===== src/rtl/core/ezr_pkg.sv =====
// Shared types, constants and arithmetic helpers for the ZYX Euler to matrix block.
`default_nettype none
package ezr_pkg;

  localparam int ANGLE_BITS      = 16;
  localparam int FRAC_BITS       = 14;
  localparam int TRIG_ITERATIONS = 16;
  localparam int FIELD_W         = 16;
  localparam int CW              = 32;
  localparam int TRIG_SHIFT      = 30 - FRAC_BITS;

  localparam logic signed [CW-1:0]      CORDIC_GAIN = 32'sd652032874;
  localparam logic signed [FIELD_W-1:0] ONE         = FIELD_W'(1 << FRAC_BITS);

  typedef struct packed {
    logic signed [FIELD_W-1:0] yaw_angle;
    logic signed [FIELD_W-1:0] pitch_angle;
    logic signed [FIELD_W-1:0] roll_angle;
  } angles_t;

  typedef struct packed {
    logic signed [FIELD_W-1:0] m00;
    logic signed [FIELD_W-1:0] m01;
    logic signed [FIELD_W-1:0] m02;
    logic signed [FIELD_W-1:0] m10;
    logic signed [FIELD_W-1:0] m11;
    logic signed [FIELD_W-1:0] m12;
    logic signed [FIELD_W-1:0] m20;
    logic signed [FIELD_W-1:0] m21;
    logic signed [FIELD_W-1:0] m22;
  } matrix_t;

  // one rotator lane: vector, residual angle and folded-off quadrant
  typedef struct packed {
    logic signed [CW-1:0] x;
    logic signed [CW-1:0] y;
    logic signed [CW-1:0] z;
    logic [1:0]           quad;
  } ezr_lane_t;

  // lane 0 yaw, 1 pitch, 2 roll
  typedef ezr_lane_t [2:0] ezr_lanes_t;

  typedef struct packed {
    logic signed [FIELD_W-1:0] s;
    logic signed [FIELD_W-1:0] c;
  } ezr_trig_t;

  // atan(2^-k) in turn units of 2^-32
  function automatic logic signed [CW-1:0] atan_turn(input logic [4:0] k);
    logic signed [CW-1:0] r;
    unique case (k)
      5'd0:  r = 32'h20000000;
      5'd1:  r = 32'h12E4051E;
      5'd2:  r = 32'h09FB385B;
      5'd3:  r = 32'h051111D4;
      5'd4:  r = 32'h028B0D43;
      5'd5:  r = 32'h0145D7E1;
      5'd6:  r = 32'h00A2F61E;
      5'd7:  r = 32'h00517C55;
      5'd8:  r = 32'h0028BE53;
      5'd9:  r = 32'h00145F2F;
      5'd10: r = 32'h000A2F98;
      5'd11: r = 32'h000517CC;
      5'd12: r = 32'h00028BE6;
      5'd13: r = 32'h000145F3;
      5'd14: r = 32'h0000A2FA;
      5'd15: r = 32'h0000517D;
      5'd16: r = 32'h000028BE;
      5'd17: r = 32'h0000145F;
      5'd18: r = 32'h00000A30;
      5'd19: r = 32'h00000518;
      5'd20: r = 32'h0000028C;
      5'd21: r = 32'h00000146;
      5'd22: r = 32'h000000A3;
      5'd23: r = 32'h00000051;
      5'd24: r = 32'h00000029;
      5'd25: r = 32'h00000014;
      5'd26: r = 32'h0000000A;
      5'd27: r = 32'h00000005;
      5'd28: r = 32'h00000003;
      5'd29: r = 32'h00000001;
      5'd30: r = 32'h00000001;
      default: r = 32'h00000000;
    endcase
    return r;
  endfunction

  // rounded fixed-point product, operands within +-1.0
  function automatic logic signed [FIELD_W-1:0] mul_round(
      input logic signed [FIELD_W-1:0] a, input logic signed [FIELD_W-1:0] b);
    logic signed [2*FIELD_W-1:0] p;
    p = (2*FIELD_W)'(a) * (2*FIELD_W)'(b) + (2*FIELD_W)'(1 << (FRAC_BITS - 1));
    return FIELD_W'(p >>> FRAC_BITS);
  endfunction

  function automatic logic signed [FIELD_W-1:0] clamp17(input logic signed [FIELD_W:0] v);
    logic signed [FIELD_W-1:0] r;
    if (v > (FIELD_W+1)'(ONE)) begin
      r = ONE;
    end else if (v < -((FIELD_W+1)'(ONE))) begin
      r = -ONE;
    end else begin
      r = FIELD_W'(v);
    end
    return r;
  endfunction

endpackage
`default_nettype wire


===== src/rtl/core/ezr_cordic_cell.sv =====
// One rotation-mode CORDIC iteration for the three angle lanes, with its pipeline slot.
`default_nettype none
module ezr_cordic_cell import ezr_pkg::*; #(
  parameter int IDX = 0
) (
  input  wire logic       clk,
  input  wire logic       rst,
  input  wire logic       prev_valid,
  input  wire ezr_lanes_t prev_lanes,
  input  wire logic       next_load,
  output logic            load,
  output logic            valid,
  output ezr_lanes_t      lanes
);

  localparam logic [4:0] K = 5'(IDX % 32);

  ezr_lanes_t lanes_next;

  // slot takes new data when empty or when its content moves on
  assign load = !valid || next_load;

  always_comb begin
    for (int l = 0; l < 3; l++) begin
      lanes_next[l].quad = prev_lanes[l].quad;
      if (!prev_lanes[l].z[CW-1]) begin
        lanes_next[l].x = prev_lanes[l].x - (prev_lanes[l].y >>> K);
        lanes_next[l].y = prev_lanes[l].y + (prev_lanes[l].x >>> K);
        lanes_next[l].z = prev_lanes[l].z - atan_turn(K);
      end else begin
        lanes_next[l].x = prev_lanes[l].x + (prev_lanes[l].y >>> K);
        lanes_next[l].y = prev_lanes[l].y - (prev_lanes[l].x >>> K);
        lanes_next[l].z = prev_lanes[l].z + atan_turn(K);
      end
    end
  end

  always_ff @(posedge clk) begin
    if (rst) begin
      valid <= 1'b0;
    end else if (load) begin
      valid <= prev_valid;
    end
  end

  always_ff @(posedge clk) begin
    if (load) begin
      lanes <= lanes_next;
    end
  end

endmodule
`default_nettype wire


===== config.mk =====
export PLATFORM = sky130hd
export DESIGN_NAME = ezr_cordic_cell
export DESIGN_NICKNAME = d
export VERILOG_FILES = /design/src/rtl/core/ezr_pkg.sv /design/src/rtl/core/ezr_cordic_cell.sv
export SDC_FILE = /design/constraint.sdc
export NUM_CORES = 1
export LEC_CHECK = 0
export ABC_AREA = 1
export BUFFER_PORTS_ARGS = -buffer_cell sky130_fd_sc_hd__buf_2
export CAP_MARGIN = 5
export CORE_UTILIZATION = 35
export DETAILED_ROUTE_END_ITERATION = 8
export PLACE_DENSITY = 0.56
export SETUP_SLACK_MARGIN = 0.1
export SLEW_MARGIN = 20
export SYNTH_ARGS = -nofsm -noshare
export SYNTH_HDL_FRONTEND = slang
export SYNTH_SLANG_ARGS = --single-unit

===== constraint.sdc =====
create_clock -name clk -period 10.6 [get_ports clk]
set_input_delay 1.06 -clock clk [delete_from_list [all_inputs] [get_ports clk]]
set_output_delay 1.06 -clock clk [all_outputs]
set_load 0.05 [all_outputs]

=== Word-level counts from Yosys, hierarchy flattened ===
Cells that the tools add are included.

* Input port bits: 298
* Logic and storage cells: 33
* Bits in registers: 295
* Output and inout port bits: 296

* Muxes and demuxes: 3
* Add/subtract/negate cells: 15
* Reductions and logical operators: 2

{| class="wikitable"
|+ Operators by type and width
! operator !! count
|-
| 2-to-1 mux 96 bit || 3
|-
| subtractor 32 bit || 6
|-
| adder 32 x 31 -> 32 bit, second input constant || 3
|-
| adder 32 bit || 3
|-
| subtractor 32 x 31 -> 32 bit, second input constant || 3
|-
| logical NOT 1 bit || 1
|-
| logical OR 1 bit || 1
|}

=== Depth between registers and ports, before layout ===
Gate-level depths: netlist (run 1).

* Word-level depth: 2
* Depth in mapped cells: 17
* Gate-level depth less buffers: 16

=== Worst setup path before layout (run 1) ===
Ideal clock, no wire load.

* Kind: input to output
* From: in next_load
* To: out load
* Buffers on the path: 0
* Setup slack: 2.009 ns
* Arrival: 7.531 ns
* Required time: 9.540 ns
* Stages on the path: 2
* Cells stage by stage: inv_1 nand2_1

* Word-level cells in the longest chain between the ends: 1

{| class="wikitable"
|+ Ends and longest elaborated chain
! item !! line !! RTL
|-
| from (decl) || ezr_cordic_cell.sv:10 || <nowiki>input wire logic next_load,</nowiki>
|-
| logical OR 1 bit || ezr_cordic_cell.sv:21 || <nowiki>assign load = !valid || next_load;</nowiki>
|-
| to (decl) || ezr_cordic_cell.sv:11 || <nowiki>output logic load,</nowiki>
|}

Every way passes these cells.

=== Worst setup path after layout (run 1) ===
Ends and elaborated chain as after synthesis.

==> metrics.md, run 1 <==
| Metric | Value |
|---|---|
| CTS Sinks | `292` |
| Period minus WS final | `between 3000 and 4000 ps` |
| Initial antenna violation count | `12` |
| Primary FF master, synth | `edfxtp_1` |
| Worst setup endpoint | `load` |
| Combined flip-flop and latch cell area | `roughly 8800 µm²` |
| Layout cells sized above 1 | `12.9%` |
| Area delta synth->final | `16.3%` |
| CTS Buf Count | `40` |
| Final Power | `0.00511 W` |
| Vias in the first global route | `a little over 30000` |
| Clock-pin slew on the worst setup and hold paths | `60 ps` |
| Die height | `around 300 µm` |
| Crit-path max cell delay | `between 400 and 500 ps` |
| Register share of total power | `30.2%` |
| Design Area, Final | `roughly 36000 µm²` |
| H-tree depth | `2` |
| DR DRC count | `0` |
| Worst Path Required | `about 9500 ps` |
| Top post-synthesis cells by area | `edfxtp_1 (28%), nand2_1 (22%), inv_1 (12%)` |
| Rows | `109` |
| Nets | `6060` |
| Via count | `around 33000` |
| Skew final | `about 30 ps` |
| EDFF count, synth | `between 200 and 300` |
| Synth unique cells | `37` |
| Switch share | `approximately 45%` |
| Pin count of the biggest net entering global routing | `between 100 and 150` |
| Fillers | `around 9600` |
| Crit path max fanout | `49` |
| Relative slew margins | `~28%` |
| First-pass GRT wire length | `177000 µm` |
| Fin. max-slew vios | `0` |
| Hold-fix buffers, CTS | `0` |
| Post-cts repair resize count | `0` |
| Post-DP Area | `~35000 µm²` |
| DR iter-0 viols | `between 2000 and 2500` |
| Clk pwr share | `about 28%` |
| Ys async rst share | `0%` |
| Synthesized Nets | `around 5500` |
| Pre-antenna DRT Iters | `6` |
| Initial core utilization | `a little over a third` |
| Crit path from | `next_load` |
| Vias per cell | `4.88` |
| Gr usage total | `25.5%` |
| Status | `finished clean` |
| Wire per inst | `between 15 and 20 µm` |
| Longest Clk Path Bufs | `3` |
| R2R setup slack | `7860 ps` |
| Commonest non-fill, non-tap cell in the layout | `nand2_1` |
| CTS tree | `built` |
| Worst setup EP type | `output pin` |
| Reg-to-reg endpoint | `lanes[19]$_DFFE_PP_` |
| R2R depth | `3` |
| Final core utilization | `around two fifths` |
| CP max stage cell | `nand2_4` |
| Most frequent cells in the layout | `nand2_1 (1849), inv_1 (999), buf_2 (593)` |
| Peak supply drop | `~0.16 mV` |
| Post-synthesis cell count | `approximately 5000` |
| CP Data Arrival Time | `about 2100 ps` |
| I/O pin count | `between 500 and 600` |
| Measured slew at the worst slew-check pin | `between 1000 and 1500 ps` |
| RD Place Congestion | `roughly 1.0` |
| Combinational share of power | `around 42%` |
| Die W | `300 µm` |
| CTS Root Cell | `clkbuf_16` |
| Later-pin clock latency in the skew report | `610 ps` |
| Sequential fraction of the synthesis area | `between 20 and 30%` |
| Max capacitance violation total | `0` |
| Area leader, netlist | `edfxtp_1` |
| Worst Hold Class | `in -> reg` |
| Internal power | `0.00282 W` |
| Post-Syn Area | `roughly 31000 µm²` |
| Multi-input logic area | `17900 µm²` |
| Share of the synthesized area in the top cell type | `~28%` |
| #FFs+latches synth | `292` |
| Worst r2r src | `valid$_SDFFE_PP0P_` |
| Core area | `88200 µm²` |
| Startpoint Class | `primary input` |
| ANT nets after route | `0` |
| Setup TNS | `0 ps` |
| Die Area | `around 90000 µm²` |
| Drt total wl | `around 120000 µm` |
| Mean post-synth cell area | `about 6.3 µm²` |
| Ys Warns | `0` |
| Final Setup Violations | `0` |
| Total gr overflow | `0` |
| RSZ-0062 raised after global routing | `false` |
| Pleak | `20.7 nW` |
| Setup Buffers After CTS | `0` |
| Final hold vios | `0` |
| HPWL after detailed placement | `~99000 µm` |
| Final period utilization | `a little under 30%` |
| Fmax | `approximately 320 MHz` |
| Crit path kind | `in -> out` |
| Port Buf Inserts | `just under 600` |
| Worst path cell trace | `buf_2 > inv_1 > nand2_4 > buf_2` |
| Worst path most repeated cell | `buf_2` |
| Net Sw Power | `approximately 0.0023 W` |
| Pwr per Cell Area | `between 100 and 150 nW/µm²` |
## critical path, delay by kind of cell
family / cells / cell delay, ps
AND/OR/NAND/NOR: 1 / 480
buffers and inverters: 3 / 530
## power groups by stage
stage               logic [W]  registers [W]  clock network [W]
global placement      0.00213        0.00157                  0
detailed placement    0.00214        0.00157                  0
finish                0.00216        0.00154            0.00141
CTS                   0.00215        0.00154            0.00145
floorplan            0.000949        0.00213                  0
global route          0.00233        0.00156            0.00148
## final cells by class
class	instances	share of cell area, %
multi-input cells	3527	49.4
flip-flops and latches	292	24.1
inverters	1005	10.4
repair buffers	602	8.40
well taps	1165	4.02
clock buffers	45	2.81
clock inverters	25	0.800
diodes	5	0.0345
## state kept, by name, summed over array words and instances (netlist names)
| name | flops |
|---|---|
| lanes | 291 |
| valid | 1 |
## cells in the mapped netlist (30+ instances only)
library cell  instances
a21oi_1             206
buf_2                46
buf_4                43
edfxtp_1            291
ha_1                282
inv_1              1001
nand2_1            1850
nand3_1             452
nand4_1              59
nor2_1              322
o21ai_0             114
o21bai_1             30
xor2_1               73
## worst min path at each step
| stage | to | start | depth (start not counted) |
|---|---|---|---|
| floorplan | valid$_SDFFE_PP0P_ | rst | 1 |
| global placement | valid$_SDFFE_PP0P_ | valid$_SDFFE_PP0P_ | 2 |
| detailed placement | valid$_SDFFE_PP0P_ | valid$_SDFFE_PP0P_ | 2 |
| CTS | valid$_SDFFE_PP0P_ | rst | 2 |
| global route | lanes[124]$_DFFE_PP_ | prev_lanes[124] | 1 |
| finish | valid$_SDFFE_PP0P_ | rst | 2 |
## stage by stage
stage          hold slack, ps  cells  setup slack (ps)
2_1_floorplan            1130   4948              2010
3_3_place_gp             1010   6591              7000
3_5_place_dp             1020   6591              6980
4_1_cts                   578   6661              7440
5_1_grt                   608   6663              7380
6_report                  629   6666              7440
## cells by family (layout without fill, tap and decap cells)
family                   count (synthesis)  count (layout)  synth area share [%]
flip-flops                             292             292                  28.1
adder cells (fa/ha/maj)                294             294                  12.1
buffers and inverters                 1129            1677                  14.5
XOR/XNOR                                73              73                  2.05
AND/OR/NAND/NOR                       2765            2765                  36.4
AO/OA/AOI/OAI                          395             395                  6.84
other                                    0               5                     0
## layer usage
metal / track usage (%) / vias to the layer above / wire length, µm
met3: 2.90 / 160 / 7920
met1: 35.4 / 14871 / 54400
li1: - / 16359 / -
met4: 6.78 / 10 / 3120
met2: 41.7 / 1125 / 53700
met5: 0 / - / 57
Power figures use the tool's default switching activity.
==> run 2, diff against run 1 <==
Clock period 10.6 ns to 3.15 ns, I/O delays scaled along.
==> metrics.md, run 2 (synthesis results as in run 1) <==
| Metric | Value |
|---|---|
| Status | `finished clean` |
| Hold Path Sink | `lanes[32]$_DFFE_PP_` |
| Cells after DPL | `6605 (+0.21%)` |
| Period minus WS final | `between 2000 and 2500 ps` |
| I/O pin count | `594 (unchanged)` |
| Wire per inst | `17.5 µm (-1.9%)` |
| Drt total wl | `119000 µm (-0.37%)` |
| Fmax | `~430 MHz` |
| Hold-fix buffers, CTS | `98 (+98)` |
| Max reg flops | `291 (unchanged)` |
| Multi-input logic area | `17900 µm² (about the same)` |
| Final period utilization | `73.2%` |
| First-pass GRT wire length | `178000 µm (+0.80%)` |
| Initial core utilization | `35.3% (unchanged)` |
| Worst setup EP type | `flip-flop` |
| Final core utilization | `42.4% (+1.3 points)` |
| R2R depth | `4 (+1)` |
| Peak supply drop | `0.491 mV (+220%)` |
| Pin count of the biggest net entering global routing | `63 (-55%)` |
| Vias in the first global route | `31580 (+4.1%)` |
| Max capacitance violation total | `0 (unchanged)` |
| Rows | `109 (unchanged)` |
| Biggest register | `lanes` |
| CTS tree | `built` |
| Final Setup Violations | `0 (unchanged)` |
| DR iter-0 viols | `2439 (-2.1%)` |
| Pleak | `21.2 nW (+2.4%)` |
| Via count | `32929 (+1.2%)` |
| Pre-antenna DRT Iters | `7 (+1)` |
| Final hold slack | `93.0 ps (-536 ps)` |
| Die height | `300 µm (unchanged)` |
| Finished Layout Cells | `6773 (+1.6%)` |
| H-tree depth | `2 (unchanged)` |
| Vias per cell | `4.86 (-0.36%)` |
| Worst r2r src | `valid$_SDFFE_PP0P_` |
| CTS Sinks | `292 (unchanged)` |
| Skew final | `33.4 ps (+3.33 ps)` |
| Final Power | `0.0173 W (+240%)` |
| R2R setup slack | `1240 ps (-6620 ps)` |
| Pwr per Cell Area | `462 nW/µm² (+230%)` |
| Setup TNS | `0 ps (unchanged)` |
| Hold Startpoint | `prev_lanes[32]` |
| Gr usage total | `25.5% (+0.030 points)` |
| Longest Clk Path Bufs | `3 (unchanged)` |
| Commonest non-fill, non-tap cell in the layout | `nand2_1` |
| RD Place Congestion | `0.987 (-1.9%)` |
| Port Buf Inserts | `593 (unchanged)` |
| ANT nets after route | `0 (unchanged)` |
| RSZ-0062 raised after global routing | `false` |
| CP Data Arrival Time | `2600 ps (+500 ps)` |
| Hold Path Stages | `2 (unchanged)` |
| Combined flip-flop and latch cell area | `8760 µm² (unchanged)` |
| Fillers | `9482 (-0.77%)` |
| Crit path max fanout | `10 (-80%)` |
| Setup Buffers After CTS | `0 (unchanged)` |
| Core area | `88200 µm² (unchanged)` |
| Measured slew at the worst slew-check pin | `750 ps (-322 ps)` |
| Layout cells sized above 1 | `12.9% (about the same)` |
| Clock-pin slew on the worst setup and hold paths | `60 ps (about the same)` |
| Worst Hold Class | `in -> reg` |
| Nets | `6170 (+1.8%)` |
| Worst Path Required | `3440 ps (-6100 ps)` |
| Initial antenna violation count | `14 (+2)` |
| Crit path kind | `in -> reg` |
| Final hold vios | `0 (unchanged)` |
| Die W | `300 µm (unchanged)` |
| Relative slew margins | `50.0% (+22 points)` |
| Area delta synth->final | `20.1%` |
| CTS Buf Count | `38 (-5.0%)` |
| Die Area | `90300 µm² (unchanged)` |
| Post-cts repair resize count | `0 (unchanged)` |
| Startpoint Class | `primary input` |
| HPWL after detailed placement | `99500 µm (+0.72%)` |
| Most frequent cells in the layout | `nand2_1 (1849), inv_1 (999), buf_2 (593)` |
| DR DRC count | `0 (unchanged)` |
| Fin. max-slew vios | `0 (unchanged)` |
| Later-pin clock latency in the skew report | `590 ps (-20 ps)` |
| Total gr overflow | `0 (unchanged)` |
| Reg-to-reg endpoint | `valid$_SDFFE_PP0P_` |
| CTS Root Cell | `clkbuf_16` |
| Biggest regs | `lanes x291, valid x1` |
## run 2: cell count changes in the layout (fill, tap and decap cells not counted), moves of 2 or more
cell,change
bufinv_16,+2
dlygate4sd3_1,+98
buf_4,+10
clkinvlp_4,+2
diode_2,-2
clkinv_1,-4
clkinv_2,-2
buf_12,+4
## run 2: worst max-delay path, stage by stage
cell     delay [ps]
buf_2           120
inv_1            50
ha_1            510
nand2_1         190
nor2_1          360
nand2_1         200
nor2_1          280
nand2_1         200
nand3_1         130
nand2_1          50
nand3_1          80
nand2_1         130
## run 2: layer usage
metal  GRT usage, %  wire length, µm  vias to the layer above  share of wire (%)
met5              0               92                        -              0.078
met4           7.65             3580                       14                3.0
met3           2.79             7740                      179                6.5
met2           42.7            54200                     1149                 46
met1           34.4            53100                    15040                 45
li1               -                -                    16547                  -
## run 2: layout make-up
cell class / instances / share of cell area [%]
antenna: 3 / 0.0201
clock buffer: 45 / 2.67
clock inverter: 22 / 0.876
inverter: 1005 / 10.1
multi-input combinational: 3527 / 47.9
sequential: 292 / 23.4
tap: 1165 / 3.89
timing repair buffer: 714 / 11.2
## run 2: worst max path at each step
stage                                  start             endpoint  slack, ps  cells after the start
final                         prev_lanes[49]  lanes[90]$_DFFE_PP_        850                     12
after global routing          prev_lanes[49]  lanes[90]$_DFFE_PP_        800                     12
after CTS                     prev_lanes[49]  lanes[90]$_DFFE_PP_        930                     12
after detailed placement      prev_lanes[49]  lanes[90]$_DFFE_PP_        300                     12
after global placement        prev_lanes[49]  lanes[90]$_DFFE_PP_        270                     12
after floorplan           valid$_SDFFE_PP0P_   lanes[0]$_DFFE_PP_        770                      1
## run 2: where the power goes
part / leakage (nW) / internal, W / switching, W / total (W)
Clock: 0.628 / 0.00285 / 0.00189 / 0.00474
Sequential: 3.04 / 0.00496 / 0.000201 / 0.00516
Combinational: 17.5 / 0.00187 / 0.00552 / 0.00739
## run 2: per-stage QoR
stage	setup WS [ps]	area, µm²
3_3_place_gp	274	35100
2_1_floorplan	768	31200
3_5_place_dp	303	35100
5_1_grt	805	37400
4_1_cts	932	37400
6_report	845	37400
